[config.mk]
export PLATFORM = sky130hd
export DESIGN_NAME = versatile_interface_adapter_timers_flat
export DESIGN_NICKNAME = d
export VERILOG_FILES = /design/src/hw/rtl/via_pkg.sv /design/src/hw/rtl/via_if.sv /design/src/hw/rtl/versatile_interface_adapter_timers.sv /design/src/hw/rtl/via_regs.sv /design/src/flat_wrapper.sv
export SDC_FILE = /design/constraint.sdc
export NUM_CORES = 1
export LEC_CHECK = 0
export BUFFER_PORTS_ARGS = -buffer_cell sky130_fd_sc_hd__buf_4
export CELL_PAD_IN_SITES_DETAIL_PLACEMENT = 1
export CELL_PAD_IN_SITES_GLOBAL_PLACEMENT = 2
export CORE_UTILIZATION = 40
export CTS_BUF_LIST = sky130_fd_sc_hd__clkbuf_4 sky130_fd_sc_hd__clkbuf_8
export CTS_CLUSTER_SIZE = 24
export DETAILED_ROUTE_END_ITERATION = 10
export MAX_ROUTING_LAYER = met4
export PLACE_DENSITY_LB_ADDON = 0.1
export SLEW_MARGIN = 20
export SYNTH_ARGS = -nofsm -noshare
export SYNTH_HDL_FRONTEND = slang
export SYNTH_SLANG_ARGS = --single-unit
[constraint.sdc]
create_clock -name clk -period 2.6 [get_ports clk]
set_clock_uncertainty 0.05 [all_clocks]
set_input_delay 0.52 -clock clk [delete_from_list [all_inputs] [get_ports clk]]
set_output_delay 0.52 -clock clk [all_outputs]
set_load 0.02 [all_outputs]
[src/hw/rtl/via_pkg.sv]
package via_pkg;

  // item kinds
  typedef enum logic [1:0] {
    REQ_READ  = 2'd0,
    REQ_WRITE = 2'd1,
    REQ_TICK  = 2'd2,
    REQ_PB6   = 2'd3
  } req_type_t;

  // register map
  localparam logic [3:0] ADDR_ORB    = 4'd0;
  localparam logic [3:0] ADDR_ORA    = 4'd1;
  localparam logic [3:0] ADDR_DDRB   = 4'd2;
  localparam logic [3:0] ADDR_DDRA   = 4'd3;
  localparam logic [3:0] ADDR_T1CL   = 4'd4;
  localparam logic [3:0] ADDR_T1CH   = 4'd5;
  localparam logic [3:0] ADDR_T1LL   = 4'd6;
  localparam logic [3:0] ADDR_T1LH   = 4'd7;
  localparam logic [3:0] ADDR_T2CL   = 4'd8;
  localparam logic [3:0] ADDR_T2CH   = 4'd9;
  localparam logic [3:0] ADDR_SR     = 4'd10;
  localparam logic [3:0] ADDR_ACR    = 4'd11;
  localparam logic [3:0] ADDR_PCR    = 4'd12;
  localparam logic [3:0] ADDR_IFR    = 4'd13;
  localparam logic [3:0] ADDR_IER    = 4'd14;
  localparam logic [3:0] ADDR_ORA_NH = 4'd15;

  // flag register bit positions
  localparam int IFR_T1 = 6;
  localparam int IFR_T2 = 5;
  localparam int IFR_SR = 2;

  // aux control bit positions
  localparam int ACR_FREE  = 6;
  localparam int ACR_PULSE = 5;

  // timer 1 status bits
  localparam int T1_RUN  = 0;
  localparam int T1_ARM  = 1;
  localparam int T1_PEND = 2;
  localparam int T1_JUST = 3;
  localparam int T1_HOLD = 4;

  // timer 2 status bits
  localparam int T2_RUN  = 0;
  localparam int T2_ARM  = 1;
  localparam int T2_JUST = 2;

  localparam logic [15:0] CNT_PARK = 16'hFFFF;

  typedef struct packed {
    req_type_t   req_type;
    logic [3:0]  reg_addr;
    logic [7:0]  write_data;
    logic [7:0]  port_a_pins;
    logic        pb6_in;
  } via_item_t;

  typedef struct packed {
    logic [7:0] read_data;
    logic       irq_out;
  } via_result_t;

endpackage

[src/hw/rtl/via_if.sv]
interface via_req_if;
  logic                valid;
  logic                ready;
  via_pkg::req_type_t  req_type;
  logic [3:0]          reg_addr;
  logic [7:0]          write_data;
  logic [7:0]          port_a_pins;
  logic                pb6_in;

  modport source (output valid, req_type, reg_addr, write_data, port_a_pins, pb6_in,
                  input ready);
  modport sink   (input valid, req_type, reg_addr, write_data, port_a_pins, pb6_in,
                  output ready);
endinterface

interface via_rsp_if;
  logic       valid;
  logic       ready;
  logic [7:0] read_data;
  logic       irq_out;

  modport source (output valid, read_data, irq_out, input ready);
  modport sink   (input valid, read_data, irq_out, output ready);
endinterface

[src/hw/rtl/versatile_interface_adapter_timers.sv]
// Two-timer interface adapter register file (6522-style register map).
// in_req carries one beat per item: a register read, a register write, one
// clock tick for the timers, or a new PB6 pin level. out_rsp returns exactly
// one beat per item, in order: read_data (register value for reads, zero
// otherwise) and irq_out (interrupt request after the item).
// Timing: a beat accepted by in_req is registered in the input stage; its state
// update and result are computed combinationally from that stage, and the result
// is registered into the output stage when the input stage advances, which sets
// out_rsp.valid.
// Throughput: one item per cycle while out_rsp.ready is high. The register and
// timer update is a single pass of logic between the input and output stages.
// Stall: when out_rsp.ready is low the output beat holds, the input stage
// holds its item and in_req.ready drops once the input stage is full.
// Reset (rst_n low, synchronous): both stages empty, registers take their
// power-on values (ORB 0xFF, counters 0xFFFF, PB6 seen high, rest zero),
// timers stopped until their high counter byte is written.
module versatile_interface_adapter_timers (
  input logic      clk,
  input logic      rst_n,
  via_req_if.sink  in_req,
  via_rsp_if.source out_rsp
);
  import via_pkg::*;

  // input stage
  logic        s1_valid_r;
  via_item_t   s1_item_r;
  // output stage
  logic        out_valid_r;
  via_result_t out_res_r;

  logic        s1_adv;      // input stage hands its item to the output stage
  via_result_t core_res;

  // output stage can take a beat when empty or being drained
  assign s1_adv       = s1_valid_r && (!out_valid_r || out_rsp.ready);
  assign in_req.ready = !s1_valid_r || s1_adv;

  always_ff @(posedge clk) begin
    if (!rst_n) begin
      s1_valid_r <= 1'b0;
    end else if (in_req.ready) begin
      s1_valid_r <= in_req.valid;
    end
  end

  // payload register, no reset needed
  always_ff @(posedge clk) begin
    if (in_req.valid && in_req.ready) begin
      s1_item_r.req_type    <= in_req.req_type;
      s1_item_r.reg_addr    <= in_req.reg_addr;
      s1_item_r.write_data  <= in_req.write_data;
      s1_item_r.port_a_pins <= in_req.port_a_pins;
      s1_item_r.pb6_in      <= in_req.pb6_in;
    end
  end

  // register file and timers, state commits as the item moves on
  via_regs u_regs (
    .clk    (clk),
    .rst_n  (rst_n),
    .en     (s1_adv),
    .item   (s1_item_r),
    .result (core_res)
  );

  always_ff @(posedge clk) begin
    if (!rst_n) begin
      out_valid_r <= 1'b0;
    end else if (s1_adv) begin
      out_valid_r <= 1'b1;
    end else if (out_rsp.ready) begin
      out_valid_r <= 1'b0;
    end
  end

  always_ff @(posedge clk) begin
    if (s1_adv) begin
      out_res_r <= core_res;
    end
  end

  assign out_rsp.valid     = out_valid_r;
  assign out_rsp.read_data = out_res_r.read_data;
  assign out_rsp.irq_out   = out_res_r.irq_out;

  // a stalled input stage keeps its item
  a_s1_hold: assert property (@(posedge clk) disable iff (!rst_n)
    (s1_valid_r && !s1_adv) |=> s1_valid_r && $stable(s1_item_r))
    else $error("input stage dropped a stalled item");

  // anything but a read returns zero data
  a_zero_data: assert property (@(posedge clk) disable iff (!rst_n)
    (s1_adv && s1_item_r.req_type != REQ_READ) |=> out_valid_r && out_res_r.read_data == 8'h00)
    else $error("non-read item returned data");

  // an empty output stage never blocks the input
  a_no_block: assert property (@(posedge clk) disable iff (!rst_n)
    !out_valid_r |-> in_req.ready)
    else $error("input stalled with empty output stage");

endmodule

[src/hw/rtl/via_regs.sv]
module via_regs (
  input  logic                 clk,
  input  logic                 rst_n,
  input  logic                 en,
  input  via_pkg::via_item_t   item,
  output via_pkg::via_result_t result
);
  import via_pkg::*;

  logic [7:0]  orb_r, orb_nxt, ora_r, ora_nxt, ddrb_r, ddrb_nxt, ddra_r, ddra_nxt;
  logic [15:0] t1_reload_r, t1_reload_nxt, t1_cnt_r, t1_cnt_nxt;
  logic [4:0]  t1_flags_r, t1_flags_nxt;
  logic [8:0]  t1_snap_r, t1_snap_nxt;
  logic [15:0] t2_reload_r, t2_reload_nxt, t2_cnt_r, t2_cnt_nxt;
  logic [2:0]  t2_flags_r, t2_flags_nxt;
  logic [7:0]  acr_r, acr_nxt, pcr_r, pcr_nxt, sr_r, sr_nxt;
  logic [6:0]  ifr_r, ifr_nxt, ier_r, ier_nxt;
  logic        pb6_last_r, pb6_last_nxt;
  logic        irq_cur;
  logic [7:0]  rd;

  function automatic logic irq_calc(logic [6:0] ifr, logic [6:0] ier, logic hold);
    logic [6:0] act;
    act = ifr & ier;
    if (hold) act[IFR_T1] = 1'b0;
    return |act;
  endfunction

  assign irq_cur = irq_calc(ifr_r, ier_r, t1_flags_r[T1_HOLD]);

  always_comb begin
    orb_nxt       = orb_r;
    ora_nxt       = ora_r;
    ddrb_nxt      = ddrb_r;
    ddra_nxt      = ddra_r;
    t1_reload_nxt = t1_reload_r;
    t1_cnt_nxt    = t1_cnt_r;
    t1_flags_nxt  = t1_flags_r;
    t1_snap_nxt   = t1_snap_r;
    t2_reload_nxt = t2_reload_r;
    t2_cnt_nxt    = t2_cnt_r;
    t2_flags_nxt  = t2_flags_r;
    acr_nxt       = acr_r;
    pcr_nxt       = pcr_r;
    sr_nxt        = sr_r;
    ifr_nxt       = ifr_r;
    ier_nxt       = ier_r;
    pb6_last_nxt  = pb6_last_r;
    rd            = 8'h00;

    unique case (item.req_type)
      REQ_READ: begin
        unique case (item.reg_addr)
          ADDR_ORB:  rd = orb_r;
          ADDR_ORA, ADDR_ORA_NH: rd = (ora_r & ddra_r) | (item.port_a_pins & ~ddra_r);
          ADDR_DDRB: rd = ddrb_r;
          ADDR_DDRA: rd = ddra_r;
          ADDR_T1CL: begin
            t1_snap_nxt     = {1'b1, t1_cnt_r[15:8]};
            ifr_nxt[IFR_T1] = 1'b0;
            rd              = t1_cnt_r[7:0];
          end
          ADDR_T1CH: begin
            if (t1_snap_r[8]) begin
              rd             = t1_snap_r[7:0];
              t1_snap_nxt[8] = 1'b0;
            end else begin
              rd = t1_cnt_r[15:8];
            end
          end
          ADDR_T1LL: rd = t1_reload_r[7:0];
          ADDR_T1LH: rd = t1_reload_r[15:8];
          ADDR_T2CL: begin
            ifr_nxt[IFR_T2] = 1'b0;
            rd              = t2_cnt_r[7:0];
          end
          ADDR_T2CH: rd = t2_cnt_r[15:8];
          ADDR_SR: begin
            ifr_nxt[IFR_SR] = 1'b0;
            rd              = sr_r;
          end
          ADDR_ACR:  rd = acr_r;
          ADDR_PCR:  rd = pcr_r;
          ADDR_IFR:  rd = {irq_cur, ifr_r};
          ADDR_IER:  rd = {1'b1, ier_r};
        endcase
      end

      REQ_WRITE: begin
        unique case (item.reg_addr)
          ADDR_ORB:  orb_nxt = item.write_data;
          ADDR_ORA, ADDR_ORA_NH: ora_nxt = item.write_data;
          ADDR_DDRB: ddrb_nxt = item.write_data;
          ADDR_DDRA: ddra_nxt = item.write_data;
          ADDR_T1CL, ADDR_T1LL: t1_reload_nxt[7:0] = item.write_data;
          ADDR_T1CH: begin
            t1_reload_nxt[15:8]   = item.write_data;
            t1_cnt_nxt            = {item.write_data, t1_reload_r[7:0]};
            t1_flags_nxt          = '0;
            t1_flags_nxt[T1_RUN]  = 1'b1;
            t1_flags_nxt[T1_ARM]  = 1'b1;
            t1_flags_nxt[T1_JUST] = 1'b1;
            t1_snap_nxt[8]        = 1'b0;
            ifr_nxt[IFR_T1]       = 1'b0;
          end
          ADDR_T1LH: begin
            t1_reload_nxt[15:8] = item.write_data;
            ifr_nxt[IFR_T1]     = 1'b0;
          end
          ADDR_T2CL: t2_reload_nxt[7:0] = item.write_data;
          ADDR_T2CH: begin
            t2_reload_nxt[15:8]   = item.write_data;
            t2_cnt_nxt            = {item.write_data, t2_reload_r[7:0]};
            t2_flags_nxt          = '0;
            t2_flags_nxt[T2_RUN]  = 1'b1;
            t2_flags_nxt[T2_ARM]  = 1'b1;
            t2_flags_nxt[T2_JUST] = 1'b1;
            ifr_nxt[IFR_T2]       = 1'b0;
          end
          ADDR_SR:   sr_nxt = item.write_data;
          ADDR_ACR:  acr_nxt = item.write_data;
          ADDR_PCR:  pcr_nxt = item.write_data;
          ADDR_IFR:  ifr_nxt = ifr_r & ~item.write_data[6:0];
          ADDR_IER: begin
            if (item.write_data[7]) ier_nxt = ier_r | item.write_data[6:0];
            else ier_nxt = ier_r & ~item.write_data[6:0];
          end
        endcase
      end

      REQ_TICK: begin
        t1_flags_nxt[T1_HOLD] = 1'b0;
        // timer 1
        if (t1_flags_r[T1_RUN]) begin
          if (t1_flags_r[T1_JUST]) begin
            t1_flags_nxt[T1_JUST] = 1'b0;
          end else if (t1_flags_r[T1_PEND]) begin
            t1_cnt_nxt            = t1_reload_r;
            t1_flags_nxt[T1_PEND] = 1'b0;
          end else if (t1_cnt_r != 16'h0000) begin
            t1_cnt_nxt = t1_cnt_r - 16'd1;
          end else if (acr_r[ACR_FREE]) begin
            if (t1_flags_r[T1_ARM]) ifr_nxt[IFR_T1] = 1'b1;
            t1_cnt_nxt           = t1_reload_r;
            t1_flags_nxt[T1_ARM] = 1'b1;
          end else begin
            t1_cnt_nxt            = CNT_PARK;
            t1_flags_nxt[T1_PEND] = 1'b1;
            if (t1_flags_r[T1_ARM] && !ifr_r[IFR_T1]) begin
              ifr_nxt[IFR_T1]       = 1'b1;
              t1_flags_nxt[T1_HOLD] = 1'b1;
              t1_flags_nxt[T1_ARM]  = 1'b0;
            end
          end
        end
        // timer 2, tick mode
        if (t2_flags_r[T2_RUN] && !acr_r[ACR_PULSE]) begin
          if (t2_flags_r[T2_JUST]) begin
            t2_flags_nxt[T2_JUST] = 1'b0;
          end else if (t2_cnt_r != 16'h0000) begin
            t2_cnt_nxt = t2_cnt_r - 16'd1;
          end else begin
            if (t2_flags_r[T2_ARM]) ifr_nxt[IFR_T2] = 1'b1;
            t2_cnt_nxt           = CNT_PARK;
            t2_flags_nxt[T2_ARM] = 1'b0;
          end
        end
      end

      REQ_PB6: begin
        pb6_last_nxt = item.pb6_in;
        // timer 2, pulse mode: count falling edges
        if (pb6_last_r && !item.pb6_in && acr_r[ACR_PULSE] && t2_flags_r[T2_RUN]) begin
          if (t2_cnt_r == 16'h0000) begin
            if (t2_flags_r[T2_ARM]) ifr_nxt[IFR_T2] = 1'b1;
            t2_cnt_nxt           = CNT_PARK;
            t2_flags_nxt[T2_ARM] = 1'b0;
          end else begin
            t2_cnt_nxt = t2_cnt_r - 16'd1;
          end
        end
      end
    endcase
  end

  assign result.read_data = rd;
  assign result.irq_out   = irq_calc(ifr_nxt, ier_nxt, t1_flags_nxt[T1_HOLD]);

  always_ff @(posedge clk) begin
    if (!rst_n) begin
      orb_r       <= 8'hFF;
      ora_r       <= '0;
      ddrb_r      <= '0;
      ddra_r      <= '0;
      t1_reload_r <= '0;
      t1_cnt_r    <= CNT_PARK;
      t1_flags_r  <= '0;
      t1_snap_r   <= '0;
      t2_reload_r <= '0;
      t2_cnt_r    <= CNT_PARK;
      t2_flags_r  <= '0;
      acr_r       <= '0;
      pcr_r       <= '0;
      sr_r        <= '0;
      ifr_r       <= '0;
      ier_r       <= '0;
      pb6_last_r  <= 1'b1;
    end else if (en) begin
      orb_r       <= orb_nxt;
      ora_r       <= ora_nxt;
      ddrb_r      <= ddrb_nxt;
      ddra_r      <= ddra_nxt;
      t1_reload_r <= t1_reload_nxt;
      t1_cnt_r    <= t1_cnt_nxt;
      t1_flags_r  <= t1_flags_nxt;
      t1_snap_r   <= t1_snap_nxt;
      t2_reload_r <= t2_reload_nxt;
      t2_cnt_r    <= t2_cnt_nxt;
      t2_flags_r  <= t2_flags_nxt;
      acr_r       <= acr_nxt;
      pcr_r       <= pcr_nxt;
      sr_r        <= sr_nxt;
      ifr_r       <= ifr_nxt;
      ier_r       <= ier_nxt;
      pb6_last_r  <= pb6_last_nxt;
    end
  end

  // the one-tick irq hold only comes with a parked one-shot timer 1
  a_hold_parked: assert property (@(posedge clk) disable iff (!rst_n)
    t1_flags_r[T1_HOLD] |-> t1_flags_r[T1_PEND] && !t1_flags_r[T1_ARM])
    else $error("t1 irq hold without parked one-shot timer");

  // hold is released by the next tick
  a_hold_one_tick: assert property (@(posedge clk) disable iff (!rst_n)
    (en && item.req_type == REQ_TICK) |=> !t1_flags_r[T1_HOLD] || $rose(t1_flags_r[T1_HOLD]))
    else $error("t1 irq hold outlived a tick");

  // timers never arm without running
  a_arm_needs_run: assert property (@(posedge clk) disable iff (!rst_n)
    (!t1_flags_r[T1_ARM] || t1_flags_r[T1_RUN]) && (!t2_flags_r[T2_ARM] || t2_flags_r[T2_RUN]))
    else $error("timer armed while stopped");

endmodule

[src/flat_wrapper.sv]
// flat-port wrapper written by rule: the top's interface ports become plain ports
module versatile_interface_adapter_timers_flat import via_pkg::*;
  (clk, rst_n, in_req_valid, in_req_req_type, in_req_reg_addr, in_req_write_data, in_req_port_a_pins, in_req_pb6_in, in_req_ready, out_rsp_valid, out_rsp_read_data, out_rsp_irq_out, out_rsp_ready);
  via_req_if in_req_i ();
  via_rsp_if out_rsp_i ();
  input logic clk;
  input logic rst_n;
  input wire logic [$bits(in_req_i.valid)-1:0] in_req_valid;
  input wire logic [$bits(in_req_i.req_type)-1:0] in_req_req_type;
  input wire logic [$bits(in_req_i.reg_addr)-1:0] in_req_reg_addr;
  input wire logic [$bits(in_req_i.write_data)-1:0] in_req_write_data;
  input wire logic [$bits(in_req_i.port_a_pins)-1:0] in_req_port_a_pins;
  input wire logic [$bits(in_req_i.pb6_in)-1:0] in_req_pb6_in;
  output wire logic [$bits(in_req_i.ready)-1:0] in_req_ready;
  output wire logic [$bits(out_rsp_i.valid)-1:0] out_rsp_valid;
  output wire logic [$bits(out_rsp_i.read_data)-1:0] out_rsp_read_data;
  output wire logic [$bits(out_rsp_i.irq_out)-1:0] out_rsp_irq_out;
  input wire logic [$bits(out_rsp_i.ready)-1:0] out_rsp_ready;
  assign in_req_i.valid = in_req_valid;
  assign in_req_i.req_type = in_req_req_type;
  assign in_req_i.reg_addr = in_req_reg_addr;
  assign in_req_i.write_data = in_req_write_data;
  assign in_req_i.port_a_pins = in_req_port_a_pins;
  assign in_req_i.pb6_in = in_req_pb6_in;
  assign in_req_ready = in_req_i.ready;
  assign out_rsp_valid = out_rsp_i.valid;
  assign out_rsp_read_data = out_rsp_i.read_data;
  assign out_rsp_irq_out = out_rsp_i.irq_out;
  assign out_rsp_i.ready = out_rsp_ready;
  versatile_interface_adapter_timers u_core (.clk(clk), .rst_n(rst_n), .in_req(in_req_i), .out_rsp(out_rsp_i));
endmodule
Yosys cells after proc, flatten, opt, wreduce, memory -nomap -nowiden. Index checks and enable logic that the tools add are counted.

Input port bits: 27. Flip-flop bits (word level): 178.

Eq/ne operators: 31. Muxes and demuxes: 73. Bitwise operators: 10. Add/subtract/negate cells: 2. Reductions and logical operators: 49.

Operator list (count): 16-bit 2-to-1 mux (12); 8-bit case mux with 15 select lines (1); 16-bit case mux with 3 select lines (1); 3-bit AND reduction (13); 1-bit 2-to-1 mux (35); 4-bit == test, second input constant (8); 16-bit case mux with 2 select lines (1); 16-bit nonzero test (2); 16-bit by 1-bit subtractor with 16-bit output, second input constant (2); 7-bit AND (4); 7-bit 2-to-1 mux (3); 2-bit inequality test, second input constant (9); 8-bit AND (2); 4-bit by 3-bit == test with 1-bit output, second input constant (4); 16-bit logical NOT (1); 8-bit AND reduction (2); 7-bit OR reduction (2); 1-bit case mux with 2 select lines (6); 4-bit AND reduction (3); 2-bit 2-to-1 mux (5); 5-bit 2-to-1 mux (2); 4-bit by 2-bit == test with 1-bit output, second input constant (2); 8-bit 2-to-1 mux (1); 8-bit NOT (1); other kinds (25) (43).

Depth between registers and ports, before layout.
Word-level depth: 12. Gate-level depth with buffers: 11. Mapped depth without buffers: 7.

By module. Synthesis repeated with hierarchy kept, for this count alone.

Cell total of the unflattened synthesis: 1067. Area, all modules: 9268.9 sq um.

Modules (own cells, without submodules): via_regs (area each 8204.1 sq um, times used 1, sequential area each 2882.8 sq um, cells each 1026); versatile_interface_adapter_timers (area each 1064.8 sq um, times used 1, sequential area each 1001.0 sq um, cells each 41).

Worst setup path before layout. Ideal clock, no wire load.

Path type: register -> register. Start point: register u_core.s1_item_r[21] (netlist bit). End point: register u_core.out_res_r, in the netlist u_core.out_rsp.irq_out, data pin. Cell stages (with the launch flop): 9. Data required time: 2.278 ns. Slack: 0.416 ns. Data arrival time: 1.861 ns. Library setup time: 0.272 ns. Cell sequence: edfxtp_1 ha_1 buf_2 and3_1 clkbuf_1 and3_1 a211o_1 a211oi_1 o311ai_1.

RTL lines: start: declaration (RTL line versatile_interface_adapter_timers.sv:27) `via_item_t s1_item_r;`; end signal: assignment (RTL line versatile_interface_adapter_timers.sv:79) `out_res_r <= core_res;`; end: declaration (RTL line versatile_interface_adapter_timers.sv:30) `via_result_t out_res_r;`.

==> flow_summary.json <==
{
  "hp-start": "in_req_port_a_pins[1]",
  "cp-start-kind": "flop",
  "syn-num-nets": 1098,
  "drc_errors": 0,
  "tightest_slew_ns": 0.7337,
  "vias": 8577,
  "drive_above_1_share_pct": 15.24,
  "post-cts-setup-buffer-count": 0,
  "htreeDepth": 4,
  "holdPathStages": 1,
  "vias_per_cell": 6.032,
  "crit_fanout": 10,
  "grt_pass1_wl_um": 55060,
  "drt_first_pass_iters": 5,
  "regArea_um2": 3884,
  "core-area_um2": 22780,
  "worst_slack_ns": 0.1171,
  "vdd.ir_drop.worst_mv": 0.3782,
  "endpoint_kind": "flop",
  "finalHoldViolCount": 0,
  "finalCritPeriodShare_pct": 95.49,
  "die_h_um": 154.9,
  "grt_max_degree": 58,
  "area_growth_syn_to_layout_pct": 13.44,
  "timing.slew.headroom_pct": 49.82,
  "dp_hpwl_um": 27270,
  "path_cells": "inv_1 > ha_1 > and3_1 > a31oi_1 > a211o_1 > a211oi_1 > o311ai_1",
  "grt_pass1_vias": 8414,
  "numPortBuffers": 37,
  "powerDensity_nw_per_um2": 525.1,
  "grt_usage_pct": 32.23,
  "first_iter_violations": 686,
  "io_pins": 38,
  "maxCapViolCount": 0,
  "rr_endpoint": "u_core.out_rsp.irq_out$_DFFE_PP_",
  "cpMaxStageDelayCell": "and3_1",
  "post-place-ws_ns": 0.1928,
  "async_flop_share_pct": 0,
  "ys_seq_area_share_pct": 41.55,
  "antenna_found_initial": 0,
  "drv_slew": 0,
  "hp-class": "in2reg",
  "synth_flop_cell": "dfxtp_1",
  "critPathArrivalTime_ns": 2.65,
  "final_common_cell": "dfxtp_1",
  "hold_buffers": 0,
  "root_buffer": "clkbuf_8",
  "die_x_um": 154.9,
  "outcome": "complete, no violations",
  "ff2ff_setup_slack_ns": 0.12,
  "fill_cells": 2672,
  "cts_tree": "yes",
  "synthDistinctLibCells": 82,
  "cts_buffers": 17,
  "ff2ff_path_depth": 7,
  "synthesis.area_um2": 9348,
  "antenna_left": 0,
  "r2r_start": "u_core.s1_item_r[22]$_DFFE_PP_",
  "synth-seq-cells": 178,
  "fin_tns_setup_ns": 0,
  "cts_resized": 0,
  "initial_core_util_pct": 41.04,
  "gp_congestion": 0.9463,
  "holdPathEnd": "u_core.s1_item_r[2]$_DFFE_PP_",
  "postRouteWirelength_um": 36700,
  "p_leak_nw": 4.050,
  "rsz0062_at_grt": "no",
  "rows": 55,
  "multi_input_area_um2": 4980,
  "synthesis.instances": 1063,
  "layout_min_cycle_time_ns": 2.483,
  "clk_path_buf_depth": 2,
  "setup_viol": 0,
  "wl_per_cell_um": 25.81,
  "clock-sinks": 178,
  "cpPeakStageDelay_ns": 0.46,
  "final_cell_mix": "dfxtp_1, nor2_1, mux2i_1, buf_4, nand2_1",
  "grt_overflow": 0,
  "synth-edff-count": 32,
  "synth_area_per_cell_um2": 8.794,
  "clk_pin_slew_ns": 0.12,
  "diodes": 0,
  "worstPathRequired_ns": 2.77,
  "timing_worst_setup_path_type": "reg2reg",
  "synth_warnings": 0,
  "max_freq_mhz": 402.8,
  "layout.nets": 1131,
  "die_area_um2": 23980,
  "clk-insertion-delay-late_ns": 0.49
}
==> worst max-delay path, delay by kind of cell, from the launching register on <==
family                   cells  cell delay (ns)
adder cells (fa/ha/maj)      1             0.32
AO/OA/AOI/OAI                4             0.86
flip-flops                   1             0.43
buffers and inverters        1             0.10
AND/OR/NAND/NOR              1             0.46
==> kinds of logic (layout without fill, tap and decap cells) <==
family / Yosys count / in the layout / synth area share (%)
AND/OR/NAND/NOR: 393 / 393 / 21.26
AO/OA/AOI/OAI: 250 / 250 / 18.16
flip-flops: 178 / 178 / 41.55
buffers and inverters: 115 / 161 / 5.180
multiplexers: 109 / 109 / 11.85
XOR/XNOR: 10 / 10 / 0.9370
adder cells (fa/ha/maj): 8 / 8 / 1.071
==> cell usage after synthesis, types with 5 or more instances <==
library cell,instances,area [µm²]
a31oi_1,9,56.30
xnor2_1,8,70.07
nand3_1,42,210.2
mux2i_1,105,1051
a32oi_1,8,70.07
nand4_1,10,62.56
nand2b_1,8,50.05
o21ai_1,11,55.05
o21ai_0,44,220.2
o311ai_1,5,43.79
o211ai_1,12,90.09
or3_1,5,31.28
and3_1,8,50.05
nor2b_1,11,68.82
nor3b_1,6,45.04
a21oi_1,60,300.3
nor2_1,141,529.3
nor4_1,7,43.79
a211oi_1,7,52.55
clkbuf_1,56,210.2
dfxtp_1,146,2923
nor3_1,29,145.1
nand2_1,86,322.8
o22ai_1,8,50.05
a22o_1,5,43.79
ha_1,8,100.1
o221ai_1,11,96.34
buf_2,24,120.1
a22oi_1,13,97.59
inv_1,21,78.83
a221oi_1,7,61.31
edfxtp_1,32,960.9
buf_1,8,30.03
==> layout make-up <==
class	count	share of cell area [%]
Multi-Input combinational cell	770	46.96
Tap cell	313	3.693
Clock buffer	18	2.277
Timing Repair Buffer	105	8.024
Sequential cell	178	36.63
Inverter	24	0.8614
Clock inverter	14	1.558
==> sequential cells by signal, indices dropped and copies added, names as in the netlist <==
| name | count |
|---|---|
| u_core.u_regs.t1_flags_r | 5 |
| u_core.u_regs.pcr_r | 8 |
| u_core.u_regs.ora_r | 8 |
| u_core.u_regs.t1_cnt_r | 16 |
| u_core.u_regs.ifr_r | 7 |
| u_core.u_regs.ddrb_r | 8 |
| u_core.s1_item_r | 23 |
| u_core.u_regs.ier_r | 7 |
| u_core.u_regs.ddra_r | 8 |
| u_core.out_rsp.irq_out | 1 |
| u_core.u_regs.t2_flags_r | 3 |
| u_core.s1_valid_r | 1 |
| u_core.u_regs.orb_r | 8 |
| u_core.u_regs.t2_reload_r | 8 |
| u_core.out_rsp.read_data | 8 |
| u_core.u_regs.t1_snap_r | 9 |
| u_core.u_regs.sr_r | 8 |
| u_core.u_regs.t1_reload_r | 16 |
| u_core.u_regs.acr_r | 8 |
| u_core.u_regs.pb6_last_r | 1 |
| u_core.u_regs.t2_cnt_r | 16 |
| u_core.out_rsp.valid | 1 |
==> stage by stage <==
stage | instances | hold WS, ns | total power [W] | utilization [%] | instance area (µm²)
6_report | 1422 | 0.1483 | 0.005568 | 46.55 | 10600
5_1_grt | 1422 | 0.1238 | 0.005752 | 46.55 | 10600
4_1_cts | 1422 | 0.1251 | 0.005600 | 46.55 | 10600
3_5_place_dp | 1390 | 0.4117 | 0.003639 | 44.77 | 10200
3_3_place_gp | 1390 | 0.4011 | 0.003637 | 44.77 | 10200
2_1_floorplan | 1063 | 0.3852 | 0.003334 | - | 9348
==> where the power goes <==
group          switching, W  internal (W)
clock network       0.00124      0.000742
registers         0.0000807       0.00286
logic              0.000419      0.000222
==> layer usage <==
metal  wire length [µm]  part of all wire (%)  global-route usage (%)  vias up
li1                   -                     -                       -     3953
met1              17120                    47                   44.15     4294
met2              16720                    46                   49.59      276
met3               1818                   5.0                   3.538       54
met4               1039                   2.8                   10.66        0
met5                  0                     0                       -        -
==> worst max path at each step <==
stage	start	endpoint	slack, ns	cells past startpoint
finish	u_core.s1_item_r[22]$_DFFE_PP_	u_core.out_rsp.irq_out$_DFFE_PP_	0.12	7
global route	u_core.u_regs.t1_cnt_r[0]$_SDFFE_PN1P_	u_core.out_rsp.irq_out$_DFFE_PP_	0.01	7
CTS	u_core.u_regs.t1_cnt_r[0]$_SDFFE_PN1P_	u_core.u_regs.t1_cnt_r[8]$_SDFFE_PN1P_	0.16	7
detailed placement	u_core.s1_item_r[17]$_DFFE_PP_	u_core.out_rsp.read_data[5]$_SDFFCE_PN0P_	0.19	6
global placement	u_core.u_regs.t1_cnt_r[0]$_SDFFE_PN1P_	u_core.u_regs.t1_cnt_r[8]$_SDFFE_PN1P_	0.19	7
floorplan	u_core.s1_item_r[21]$_DFFE_PP_	u_core.out_rsp.irq_out$_DFFE_PP_	0.42	8
Power figures use the tool's default switching activity.
